## src/hw/rtl/iee_pkg.sv

```systemverilog
package iee_pkg;

    localparam logic [2:0] OP_LPAREN = 3'd0;
    localparam logic [2:0] OP_ADD    = 3'd1;
    localparam logic [2:0] OP_SUB    = 3'd2;
    localparam logic [2:0] OP_MUL    = 3'd3;
    localparam logic [2:0] OP_DIV    = 3'd4;

    localparam logic [1:0] ST_OK        = 2'd0;
    localparam logic [1:0] ST_DIVZERO   = 2'd1;
    localparam logic [1:0] ST_MALFORMED = 2'd2;
    localparam logic [1:0] ST_OVERFLOW  = 2'd3;

    localparam logic [7:0] CH_ZERO   = 8'h30;
    localparam logic [7:0] CH_NINE   = 8'h39;
    localparam logic [7:0] CH_LPAREN = 8'h28;
    localparam logic [7:0] CH_RPAREN = 8'h29;
    localparam logic [7:0] CH_MUL    = 8'h2A;
    localparam logic [7:0] CH_ADD    = 8'h2B;
    localparam logic [7:0] CH_SUB    = 8'h2D;
    localparam logic [7:0] CH_DIV    = 8'h2F;

    // request to the arithmetic unit
    typedef struct packed {
        logic       start;
        logic [2:0] op;
    } alu_req_t;

    function automatic logic [1:0] prec(input logic [2:0] op);
        logic [1:0] p;
        begin
            p = 2'd0;
            if (op == OP_MUL || op == OP_DIV)
                p = 2'd2;
            else if (op == OP_ADD || op == OP_SUB)
                p = 2'd1;
            return p;
        end
    endfunction

endpackage

```

## src/hw/rtl/iee_alu.sv

```systemverilog
module iee_alu #(
    parameter int VALUE_WIDTH = 32
) (
    input  logic                   clk,
    input  logic                   rst_n,
    input  iee_pkg::alu_req_t      req,
    input  logic [VALUE_WIDTH-1:0] a,
    input  logic [VALUE_WIDTH-1:0] b,
    output logic                   done,
    output logic [VALUE_WIDTH-1:0] result
);

    localparam int CW = $clog2(VALUE_WIDTH + 1);

    logic                   busy_reg, busy_next;
    logic                   done_reg, done_next;
    logic [CW-1:0]          cnt_reg, cnt_next;
    logic [VALUE_WIDTH-1:0] quo_reg, quo_next;
    logic [VALUE_WIDTH-1:0] rem_reg, rem_next;
    logic [VALUE_WIDTH-1:0] dvs_reg, dvs_next;
    logic                   neg_reg, neg_next;
    logic [VALUE_WIDTH-1:0] res_reg, res_next;
    logic [VALUE_WIDTH:0]   trial;
    logic [VALUE_WIDTH-1:0] shifted;

    assign done   = done_reg;
    assign result = res_reg;

    always_comb
    begin
        busy_next = busy_reg;
        done_next = 1'b0;
        cnt_next  = cnt_reg;
        quo_next  = quo_reg;
        rem_next  = rem_reg;
        dvs_next  = dvs_reg;
        neg_next  = neg_reg;
        res_next  = res_reg;
        shifted   = {rem_reg[VALUE_WIDTH-2:0], quo_reg[VALUE_WIDTH-1]};
        trial     = {1'b0, shifted} - {1'b0, dvs_reg};
        if (req.start) begin
            case (req.op)
                iee_pkg::OP_ADD:
                begin
                    res_next  = a + b;
                    done_next = 1'b1;
                end
                iee_pkg::OP_SUB:
                begin
                    res_next  = a - b;
                    done_next = 1'b1;
                end
                iee_pkg::OP_MUL:
                begin
                    res_next  = a * b;
                    done_next = 1'b1;
                end
                default:
                begin
                    busy_next = 1'b1;
                    cnt_next  = CW'(VALUE_WIDTH);
                    quo_next  = a[VALUE_WIDTH-1] ? -a : a;
                    dvs_next  = b[VALUE_WIDTH-1] ? -b : b;
                    rem_next  = '0;
                    neg_next  = a[VALUE_WIDTH-1] ^ b[VALUE_WIDTH-1];
                end
            endcase
        end else if (busy_reg) begin
            if (cnt_reg == '0) begin
                busy_next = 1'b0;
                done_next = 1'b1;
                res_next  = neg_reg ? -quo_reg : quo_reg;
            end else begin
                // one restoring step per cycle
                cnt_next = cnt_reg - 1'b1;
                if (!trial[VALUE_WIDTH]) begin
                    rem_next = trial[VALUE_WIDTH-1:0];
                    quo_next = {quo_reg[VALUE_WIDTH-2:0], 1'b1};
                end else begin
                    rem_next = shifted;
                    quo_next = {quo_reg[VALUE_WIDTH-2:0], 1'b0};
                end
            end
        end
    end

    always_ff @(posedge clk or negedge rst_n)
    begin
        if (!rst_n) begin
            busy_reg <= 1'b0;
            done_reg <= 1'b0;
            cnt_reg  <= '0;
        end else begin
            busy_reg <= busy_next;
            done_reg <= done_next;
            cnt_reg  <= cnt_next;
        end
    end

    always_ff @(posedge clk)
    begin
        quo_reg <= quo_next;
        rem_reg <= rem_next;
        dvs_reg <= dvs_next;
        neg_reg <= neg_next;
        res_reg <= res_next;
    end

endmodule

```

## src/hw/rtl/infix_expression_evaluator_unit.sv

```systemverilog
// Divisions use a restoring divider (one bit a cycle).
// One character in flight at a time.
// Reset (rst_n, async low) empties both stacks and clears the error.
module infix_expression_evaluator_unit #(
    parameter int STACK_DEPTH = 16,
    parameter int VALUE_WIDTH = 32
) (
    input  logic        clk,
    input  logic        rst_n,
    input  logic        in_valid,
    output logic        in_stall,
    input  logic [7:0]  char_code,
    input  logic        last_char,
    output logic        out_valid,
    input  logic        out_stall,
    output logic signed [31:0] value,
    output logic [1:0]  status
);

    localparam int AW = $clog2(STACK_DEPTH);
    localparam int TW = $clog2(STACK_DEPTH + 1);

    localparam logic [3:0] S_IDLE   = 4'd0;
    localparam logic [3:0] S_DECODE = 4'd1;
    localparam logic [3:0] S_LOOP   = 4'd2;
    localparam logic [3:0] S_RD1    = 4'd3;
    localparam logic [3:0] S_RD2    = 4'd4;
    localparam logic [3:0] S_WAIT   = 4'd5;
    localparam logic [3:0] S_PUSHOP = 4'd6;
    localparam logic [3:0] S_FIN    = 4'd7;
    localparam logic [3:0] S_RDRES  = 4'd8;
    localparam logic [3:0] S_OUT    = 4'd9;
    localparam logic [3:0] S_DONE   = 4'd10;
    localparam logic [3:0] S_ALU    = 4'd11;

    // loop modes
    localparam logic [1:0] M_OPER  = 2'd0;
    localparam logic [1:0] M_CLOSE = 2'd1;
    localparam logic [1:0] M_END   = 2'd2;

    logic [VALUE_WIDTH-1:0] opd_mem [STACK_DEPTH];
    logic [2:0]             opr_mem [STACK_DEPTH];

    logic [3:0]  state_reg, state_next;
    logic [1:0]  mode_reg, mode_next;
    logic [TW-1:0] dtop_reg, dtop_next;
    logic [TW-1:0] otop_reg, otop_next;
    logic [1:0]  err_reg, err_next;
    logic [7:0]  ch_reg;
    logic        last_reg;
    logic [2:0]  newop_reg, newop_next;
    logic [2:0]  topop_reg;
    logic [2:0]  redop_reg, redop_next;
    logic [VALUE_WIDTH-1:0] rd_reg, opa_reg, opb_reg;
    logic        opa_load, opb_load;
    logic [AW-1:0] rd_addr;
    logic [AW-1:0] ord_addr;
    logic        dwr;
    logic [AW-1:0] dwr_addr;
    logic [VALUE_WIDTH-1:0] dwr_data;
    logic        owr;
    logic [2:0]  owr_data;
    logic        ov_reg, ov_next;
    logic [31:0] val_reg, val_next;
    logic [1:0]  st_reg, st_next;
    iee_pkg::alu_req_t req;
    logic        alu_done;
    logic [VALUE_WIDTH-1:0] alu_res;

    iee_alu #(.VALUE_WIDTH(VALUE_WIDTH)) u_alu (
        .clk    (clk),
        .rst_n  (rst_n),
        .req    (req),
        .a      (opa_reg),
        .b      (opb_reg),
        .done   (alu_done),
        .result (alu_res)
    );

    assign in_stall  = (state_reg != S_IDLE);
    assign out_valid = ov_reg;
    assign value     = val_reg;
    assign status    = st_reg;

    always_comb
    begin
        state_next = state_reg;
        mode_next  = mode_reg;
        dtop_next  = dtop_reg;
        otop_next  = otop_reg;
        err_next   = err_reg;
        newop_next = newop_reg;
        redop_next = redop_reg;
        rd_addr    = '0;
        ord_addr   = '0;
        opa_load   = 1'b0;
        opb_load   = 1'b0;
        dwr        = 1'b0;
        dwr_addr   = dtop_reg[AW-1:0];
        dwr_data   = '0;
        owr        = 1'b0;
        owr_data   = newop_reg;
        ov_next    = ov_reg && out_stall;
        val_next   = val_reg;
        st_next    = st_reg;
        req.start  = 1'b0;
        req.op     = redop_reg;
        if (otop_reg != '0)
            ord_addr = AW'(otop_reg - 1'b1);
        case (state_reg)
            S_IDLE:
                if (in_valid)
                    state_next = S_DECODE;
            S_DECODE:
            begin
                state_next = last_reg ? S_FIN : S_DONE;
                if (err_reg == iee_pkg::ST_OK)
                begin
                    if (ch_reg inside {[iee_pkg::CH_ZERO:iee_pkg::CH_NINE]})
                    begin
                        if (dtop_reg == TW'(STACK_DEPTH))
                            err_next = iee_pkg::ST_OVERFLOW;
                        else
                        begin
                            dwr       = 1'b1;
                            dwr_data  = VALUE_WIDTH'(ch_reg - iee_pkg::CH_ZERO);
                            dtop_next = dtop_reg + 1'b1;
                        end
                    end
                    else
                    begin
                        case (ch_reg)
                            iee_pkg::CH_LPAREN:
                            begin
                                newop_next = iee_pkg::OP_LPAREN;
                                state_next = S_PUSHOP;
                            end
                            iee_pkg::CH_RPAREN:
                            begin
                                mode_next  = M_CLOSE;
                                state_next = S_LOOP;
                            end
                            iee_pkg::CH_ADD:
                            begin
                                newop_next = iee_pkg::OP_ADD;
                                mode_next  = M_OPER;
                                state_next = S_LOOP;
                            end
                            iee_pkg::CH_SUB:
                            begin
                                newop_next = iee_pkg::OP_SUB;
                                mode_next  = M_OPER;
                                state_next = S_LOOP;
                            end
                            iee_pkg::CH_MUL:
                            begin
                                newop_next = iee_pkg::OP_MUL;
                                mode_next  = M_OPER;
                                state_next = S_LOOP;
                            end
                            iee_pkg::CH_DIV:
                            begin
                                newop_next = iee_pkg::OP_DIV;
                                mode_next  = M_OPER;
                                state_next = S_LOOP;
                            end
                            default: ;
                        endcase
                    end
                end
            end
            S_LOOP:
            begin
                // topop_reg holds the operator at the top (read last cycle)
                if (err_reg != iee_pkg::ST_OK)
                begin
                    if (mode_reg == M_END)
                        state_next = S_RDRES;
                    else
                        state_next = last_reg ? S_FIN : S_DONE;
                end
                else if (mode_reg == M_OPER)
                begin
                    if (otop_reg == '0 || topop_reg == iee_pkg::OP_LPAREN ||
                        iee_pkg::prec(topop_reg) < iee_pkg::prec(newop_reg))
                        state_next = S_PUSHOP;
                    else
                        state_next = S_RD1;
                end
                else if (mode_reg == M_CLOSE)
                begin
                    if (otop_reg == '0)
                    begin
                        err_next   = iee_pkg::ST_MALFORMED;
                        state_next = last_reg ? S_FIN : S_DONE;
                    end
                    else if (topop_reg == iee_pkg::OP_LPAREN)
                    begin
                        otop_next  = otop_reg - 1'b1;
                        state_next = last_reg ? S_FIN : S_DONE;
                    end
                    else
                        state_next = S_RD1;
                end
                else
                begin
                    if (otop_reg == '0)
                        state_next = S_RDRES;
                    else if (topop_reg == iee_pkg::OP_LPAREN)
                    begin
                        err_next   = iee_pkg::ST_MALFORMED;
                        state_next = S_RDRES;
                    end
                    else
                        state_next = S_RD1;
                end
                if (state_next == S_RD1)
                begin
                    redop_next = topop_reg;
                    otop_next  = otop_reg - 1'b1;
                    if (dtop_reg < TW'(2))
                    begin
                        err_next   = iee_pkg::ST_MALFORMED;
                        state_next = S_LOOP;
                    end
                    else
                        rd_addr = AW'(dtop_reg - 1'b1);
                end
            end
            S_RD1:
            begin
                opb_load = 1'b1;
                rd_addr  = AW'(dtop_reg - TW'(2));
                state_next = S_RD2;
            end
            S_RD2:
            begin
                opa_load  = 1'b1;
                dtop_next = dtop_reg - TW'(2);
                state_next = S_WAIT;
            end
            S_WAIT:
            begin
                if (redop_reg == iee_pkg::OP_DIV && opb_reg == '0)
                begin
                    err_next   = iee_pkg::ST_DIVZERO;
                    state_next = S_LOOP;
                end
                else
                begin
                    req.start  = 1'b1;
                    state_next = S_ALU;
                end
            end
            S_ALU:
            begin
                if (alu_done)
                begin
                    // result always fits: two operands were popped
                    dwr       = 1'b1;
                    dwr_data  = alu_res;
                    dtop_next = dtop_reg + 1'b1;
                    state_next = S_LOOP;
                end
            end
            S_PUSHOP:
            begin
                if (otop_reg == TW'(STACK_DEPTH))
                    err_next = iee_pkg::ST_OVERFLOW;
                else
                begin
                    owr       = 1'b1;
                    otop_next = otop_reg + 1'b1;
                end
                state_next = last_reg ? S_FIN : S_DONE;
            end
            S_FIN:
            begin
                mode_next  = M_END;
                state_next = S_LOOP;
            end
            S_RDRES:
            begin
                rd_addr = '0;
                if (err_reg == iee_pkg::ST_OK && dtop_reg != TW'(1))
                    err_next = iee_pkg::ST_MALFORMED;
                state_next = S_OUT;
            end
            S_OUT:
            begin
                if (!ov_reg || !out_stall)
                begin
                    ov_next  = 1'b1;
                    st_next  = err_reg;
                    val_next = (err_reg == iee_pkg::ST_OK) ?
                               32'(signed'(rd_reg)) : 32'd0;
                    dtop_next = '0;
                    otop_next = '0;
                    err_next  = iee_pkg::ST_OK;
                    state_next = S_IDLE;
                end
            end
            S_DONE:
                state_next = S_IDLE;
            default:
                state_next = S_IDLE;
        endcase
        // hold the first error until the result leaves
        if (err_reg != iee_pkg::ST_OK && state_reg != S_OUT)
            err_next = err_reg;
    end

    always_ff @(posedge clk)
    begin
        if (dwr)
            opd_mem[dwr_addr] <= dwr_data;
        rd_reg <= opd_mem[rd_addr];
        if (owr)
            opr_mem[otop_reg[AW-1:0]] <= owr_data;
        topop_reg <= opr_mem[owr ? otop_reg[AW-1:0] : ord_addr];
        if (opb_load)
            opb_reg <= rd_reg;
        if (opa_load)
            opa_reg <= rd_reg;
        if (in_valid && !in_stall)
        begin
            ch_reg   <= char_code;
            last_reg <= last_char;
        end
        newop_reg <= newop_next;
        redop_reg <= redop_next;
        val_reg   <= val_next;
        st_reg    <= st_next;
    end

    always_ff @(posedge clk or negedge rst_n)
    begin
        if (!rst_n)
        begin
            state_reg <= S_IDLE;
            mode_reg  <= M_OPER;
            dtop_reg  <= '0;
            otop_reg  <= '0;
            err_reg   <= iee_pkg::ST_OK;
            ov_reg    <= 1'b0;
        end
        else
        begin
            state_reg <= state_next;
            mode_reg  <= mode_next;
            dtop_reg  <= dtop_next;
            otop_reg  <= otop_next;
            err_reg   <= err_next;
            ov_reg    <= ov_next;
        end
    end

endmodule

```

## config.mk

```make
export PLATFORM = sky130hd
export DESIGN_NAME = infix_expression_evaluator_unit
export DESIGN_NICKNAME = d
export VERILOG_FILES = /design/src/hw/rtl/iee_pkg.sv /design/src/hw/rtl/iee_alu.sv /design/src/hw/rtl/infix_expression_evaluator_unit.sv
export SDC_FILE = /design/constraint.sdc
export NUM_CORES = 2
export LEC_CHECK = 0
export ABC_CLOCK_PERIOD_IN_PS = 6900
export BUFFER_PORTS_ARGS = -buffer_cell sky130_fd_sc_hd__buf_2
export CORE_ASPECT_RATIO = 1.2
export CORE_MARGIN = 5
export CORE_UTILIZATION = 59
export DETAILED_ROUTE_END_ITERATION = 6
export PLACE_DENSITY = 0.82
export SYNTH_ARGS = -nofsm -noshare
export SYNTH_HDL_FRONTEND = slang
export SYNTH_HIERARCHICAL = 1
export SYNTH_SLANG_ARGS = --single-unit
```

## constraint.sdc

```tcl
create_clock -name clk -period 6.9 [get_ports clk]
set_input_delay 0.345 -clock clk [delete_from_list [all_inputs] [get_ports clk]]
set_output_delay 0.345 -clock clk [all_outputs]
set_load 0.05 [all_outputs]
```

== Yosys cells after proc, flatten, opt, wreduce, memory -nomap -nowiden ==
Memories as Yosys holds them, arrays and structs flattened. A register that Yosys moved wholly into a read port is not among the register bits.
Index checks and enable logic that the tools add are counted.

* Bits of input ports: 13
* Output and inout bits: 36
* Register bits: 268
* RAM bits: 560
* Memories: 2

{| class="wikitable"
|+ Memories
! name !! words !! bits a word !! read ports !! clocked after memory_dff !! wr ports !! RTL line !! source
|-
| opd_mem || 16 || 32 || 1 || 1 || 1 || infix_expression_evaluator_unit.sv:41 || <nowiki>logic [VALUE_WIDTH-1:0] opd_mem [STACK_DEPTH];</nowiki>
|-
| opr_mem || 16 || 3 || 1 || 1 || 1 || infix_expression_evaluator_unit.sv:42 || <nowiki>logic [2:0] opr_mem [STACK_DEPTH];</nowiki>
|}

* $lt $le $gt $ge: 4
* Multiply operators: 1
* Multiplexer cells: 122
* $add $sub $neg: 13
* Equal/unequal tests: 56
* Reductions and logical operators: 47
* Bitwise logic cells: 4

{| class="wikitable"
|+ Operators by type and width
! operator !! number
|-
| two-way mux 32 bit || 13
|-
| two-way mux 31 bit || 6
|-
| negation 32 bit || 3
|-
| case mux 32 bit (3 select lines) || 1
|-
| two-way mux 4 bit || 22
|-
| case mux 32 bit (2 select lines) || 1
|-
| two-way mux 5 bit || 12
|-
| two-way mux 2 bit || 25
|-
| == test 8 x 6 -> 1 bit (second input constant) || 6
|-
| case mux 4 bit (11 select lines) || 1
|-
| subtractor 32 x 32 -> 33 bit || 1
|-
| adder 32 bit || 1
|-
| logical NOT 32 bit || 1
|-
| multiplier 32 x 32 -> 32 bit || 1
|-
| subtractor 32 bit || 1
|-
| two-way mux 1 bit || 27
|-
| != test 2 bit (second input constant) || 13
|-
| two-way mux 6 bit || 4
|-
| case mux 5 bit (4 select lines) || 1
|-
| == test 3 x 2 -> 1 bit (second input constant) || 6
|-
| == test 4 x 3 -> 1 bit (second input constant) || 4
|-
| case mux 4 bit (2 select lines) || 2
|-
| != test 3 bit (second input constant) || 5
|-
| case mux 3 bit (5 select lines) || 1
|-
| other kinds (52) || 89
|}

== Depth between registers and ports, before layout ==
* Depth after elaboration: 16
* Depth in mapped cells: 30
* Depth with buffers taken out: 28

== Cells and area by module ==
The synthesis kept the hierarchy.

{| class="wikitable"
|+ Modules (own cells, without submodules)
! module !! seq. area each (µm²) !! instances !! area an instance (µm²) !! cells an instance
|-
| infix_expression_evaluator_unit || 21385.5 || 1 || 29440.7 || 2067
|-
| iee_alu || 4043.9 || 1 || 26885.8 || 3030
|}

== Worst setup path before layout ==
No wires, ideal clock.

* Path type: reg2reg
* Start point: register opb_reg[6]
* End point: register u_alu.res_reg[28], in the netlist u_alu/result[28] (data pin)
* Arrival: 7.299 ns
* Library setup time: 0.261 ns
* Required time: 6.639 ns
* Path slack: -0.660 ns
* Buffers on the path: 2
* Cell stages (with the launch flop): 27
* Cell sequence: edfxtp_1 > clkbuf_1 > clkbuf_1 > and2_1 > fa_1 > fa_1 > fa_1 > inv_1 > fa_1 > inv_1 > fa_1 > fa_1 > fa_1 > inv_1 > fa_1 > inv_1 > ha_1 > a21o_1 > a21o_1 > a21o_1 > a21oi_1 > o221ai_1 > o21a_1 > o221ai_1 > nand2b_1 > xor2_1 > a311o_1

* Word-level cells in the longest chain between the ends: 5
* Elaborated cells between the ends (all ways): 9
* Those cells by class: add/sub: 2; mul: 1; mux: 4; reduce/logical: 2

{| class="wikitable"
|+ Ends and longest elaborated chain
! item !! RTL line !! source
|-
| start, declared || infix_expression_evaluator_unit.sv:54 || <nowiki>logic [VALUE_WIDTH-1:0] rd_reg, opa_reg, opb_reg;</nowiki>
|-
| start signal, assigned || infix_expression_evaluator_unit.sv:322 || <nowiki>opb_reg <= rd_reg;</nowiki>
|-
| branches (longest 4 deep; another with multiplier 32 x 32 -> 32 bit) || -- ||
|-
| two-way mux 32 bit * || iee_alu.sv:41 || <nowiki>if (req.start) begin</nowiki>
|-
| named net u_alu.res_next[28] || iee_alu.sv:22 || <nowiki>logic [VALUE_WIDTH-1:0] res_reg, res_next;</nowiki>
|-
| end signal, assigned || iee_alu.sv:106 || <nowiki>res_reg <= res_next;</nowiki>
|-
| end, declared || iee_alu.sv:22 ||
|}

Mark *: on every way through the listed nets, which the timed path passes.
A chain may end at the register's enable or synchronous reset.

== Worst setup path after layout ==
* Start point: register opb_reg[4]
* End point: register u_alu.res_reg[28], in the netlist u_alu/result[28] (data pin)

Same word-level chain as after synthesis.

==> results.md <==
* Yosys top cell by area: edfxtp_1
* First-pass GRT wire length at 248 mm
* Total GRT Usage at 0.316
* PortBufs at 48
* CP Launch Type: flip-flop
* H-tree depth at 3
* Final Cycle Share at 1.07
* Detailed Place HPWL at 111 mm
* Layout cells sized above 1 at 0.132
* Final WL at 165 mm
* Crit Reg-Reg Endpoint: u_alu/result[28]
* Reg2reg path depth at 28
* WP data arrival at 7.73 ns
* Clock skew at 0.0468 ns
* Max-Cap Viols at 0
* Most frequent cell after synthesis: edfxtp_1
* Netlist cell types at 90
* Cells after synthesis at 5097
* Design area at 0.0635 mm2
* Worst setup path class: reg2reg
* Yosys top cell area share at 0.427
* Die H at 348 um
* Avg Inst Size Synth at 11.1 um2
* Syn nets at 5727
* Hold Path End: state_reg[0]
* Synth cell count leaders: edfxtp_1 (801), inv_1 (502), fa_1 (410)
* Synth warn at 6
* Worst setup margin at -0.456 ns
* CTS tree: yes
* Largest reg by FF count: opd_mem
* CP max stage cell: fa_1
* CORE AREA at 0.0951 mm2
* Vias in the first global route at 42295
* Global route overflow at 0
* Die area at 0.102 mm2
* Pin count of the biggest net entering global routing at 192
* Outcome: finished with violations
* Placer congestion estimate at 0.971
* Finish-stage setup viols at 17
* Failing checks: negative setup slack
* Starting DRT DRC Count at 5012
* Hold Slack at 0.137 ns
* Slew margin rel. at 0.152
* Starting Density at 0.592
* Synth-to-layout area growth at 12.7%
* Fin crit period at 7.36 ns
* Via count at 41453
* Nets at 5863
* Worst hold path depth at 5
* Clock Latency Late Sink at 0.67 ns
* Hold Path Class: in2reg
* # rows at 124
* Max reg flops at 512
* Layout fillers at 6747
* Cell mode on critical path: fa_1
* DR pass1 iterations at 6
* Critical path endpoint category: flip-flop
* Ports at 49
* Synth Cell Area at 0.0563 mm2
* Unrepaired setup endpoints after global routing: true
* Max clock buf depth at 3
* Flop-to-flop setup slack at -0.46 ns
* Largest stage delay on the critical path at 0.54 ns
* Synth Flop Type: edfxtp_1
* Start point of the worst hold path: in_valid
* Async S/R FF share, synth at 0.0313
* Worst slew pin tran at 1.27 ns
* Hold Vio Cnt, Final at 0
* Yosys reg bits at 863
* Wirelength per Cell at 25.1 um
* Max Freq at 136 MHz
* Sequential element share of the synthesized area at 0.451
* Clock Pin Slew Worst Setup and Hold Paths at 0.07 ns
* WP data required at 7.27 ns
* Post-DP Area at 0.0596 mm2
* Clk sinks at 863
* Die width at 292 um
* Synth top area cells: edfxtp_1 (43%), fa_1 (15%), ha_1 (4.6%)
* Root buffer cell: clkbuf_16
* Vias per std cell at 6.31
* Final max-slew violation count at 0
* Initial antenna violation count at 6
* Worst Path Max Fanout at 7
* RR Startpoint: opb_reg[4]
* Post-DRT Antenna Nets at 0
* Inserted Clock Buffers at 84
* DRC Markers at 0
* Post-synth EDFFs at 801
==> final cells by class <==
class	instances	area, um2	area share
Inverter	502	1880	0.0297
Clock inverter	51	549	0.00865
Multi-Input combinational cell	3431	28800	0.454
Antenna cell	2	5.00	0.0000788
Clock buffer	107	2280	0.0359
Tap cell	1260	1580	0.0248
Sequential cell	863	25400	0.401
Timing Repair Buffer	351	2970	0.0468
==> cell usage in the layout, fill, tap and decap left out, types with 20 or more instances in the layout <==
cell	instances
and2_4	20
nor3_1	124
inv_1	481
buf_12	25
inv_2	21
edfxtp_1	801
o21ai_0	263
buf_4	248
clkbuf_16	86
nand2_1	390
nand3_1	205
buf_2	48
ha_1	188
nor2_1	244
nand4_1	37
a21oi_1	178
and2_1	335
nor2b_1	23
o211ai_1	83
fa_1	394
dfrtp_1	27
o21a_1	22
o31ai_1	24
xnor2_1	150
xor2_1	102
mux2i_1	86
dfxtp_1	35
mux2_2	22
or3_1	31
mux2_1	42
a21o_1	68
nand2b_1	66
==> metrics by stage <==
stage | utilization | cells | TNS, ns | setup WS (ns)
after floorplan | - | 5097 | -0.0496 | -0.0496
after global placement | 0.627 | 6368 | -3.91 | -0.512
after detailed placement | 0.627 | 6368 | -5.52 | -0.605
after CTS | 0.662 | 6555 | -3.88 | -0.488
after global routing | 0.668 | 6566 | -7.75 | -0.625
final | 0.668 | 6567 | -4.86 | -0.456
==> cells by family (layout without fill, tap and decap cells) <==
group / count (synthesis) / in the layout / share of synthesized area
XOR/XNOR: 255 / 255 / 0.0397
multiplexers: 154 / 154 / 0.0295
other: 0 / 2 / 0
adder cells (fa/ha/maj): 617 / 617 / 0.192
AND/OR/NAND/NOR: 1591 / 1591 / 0.142
AO/OA/AOI/OAI: 814 / 814 / 0.0903
buffers and inverters: 803 / 1011 / 0.0554
flip-flops: 863 / 863 / 0.451
==> routing by layer <==
layer  share of wire  wire length, um  track usage
met2            0.48            78900        0.525
met4           0.071            11700        0.183
met3           0.096            15700       0.0553
met5               0                0            0
met1            0.35            58300        0.393
==> what timing repair did <==
item | in CTS | in global routing
cloned | 2 | 1
endpoints found under the hold margin | 37 | 0
gates resized for setup | 65 | 86
pin swaps | 50 | 50
setup endpoints to repair | 18 | 19
hold buffers | 11 | 0
setup buffers | 17 | 11
==> worst max-delay path by stage <==
| stage | startpoint | to | slack [ns] | cells past startpoint |
|---|---|---|---|---|
| after floorplan | opb_reg[5] | u_alu/result[28] | -0.05 | 26 |
| after global placement | opb_reg[4] | u_alu/result[31] | -0.51 | 25 |
| after detailed placement | opb_reg[4] | u_alu/result[31] | -0.60 | 25 |
| after CTS | opb_reg[5] | u_alu/result[30] | -0.49 | 26 |
| after global routing | opb_reg[4] | u_alu/result[23] | -0.62 | 27 |
| final | opb_reg[4] | u_alu/result[28] | -0.46 | 28 |
==> worst max-delay path: cells and delay by family (launching register included) <==
kind | cells | cell delay, ns
simple gates | 2 | 0.25
compound gates | 8 | 1.51
fa+ha+maj | 9 | 4.09
xor+xnor | 1 | 0.17
flops | 1 | 0.44
buf+inv | 8 | 0.60
Power is not shown: default switching activity piles up to over one toggle a cycle in this logic, so the estimate is an artifact.
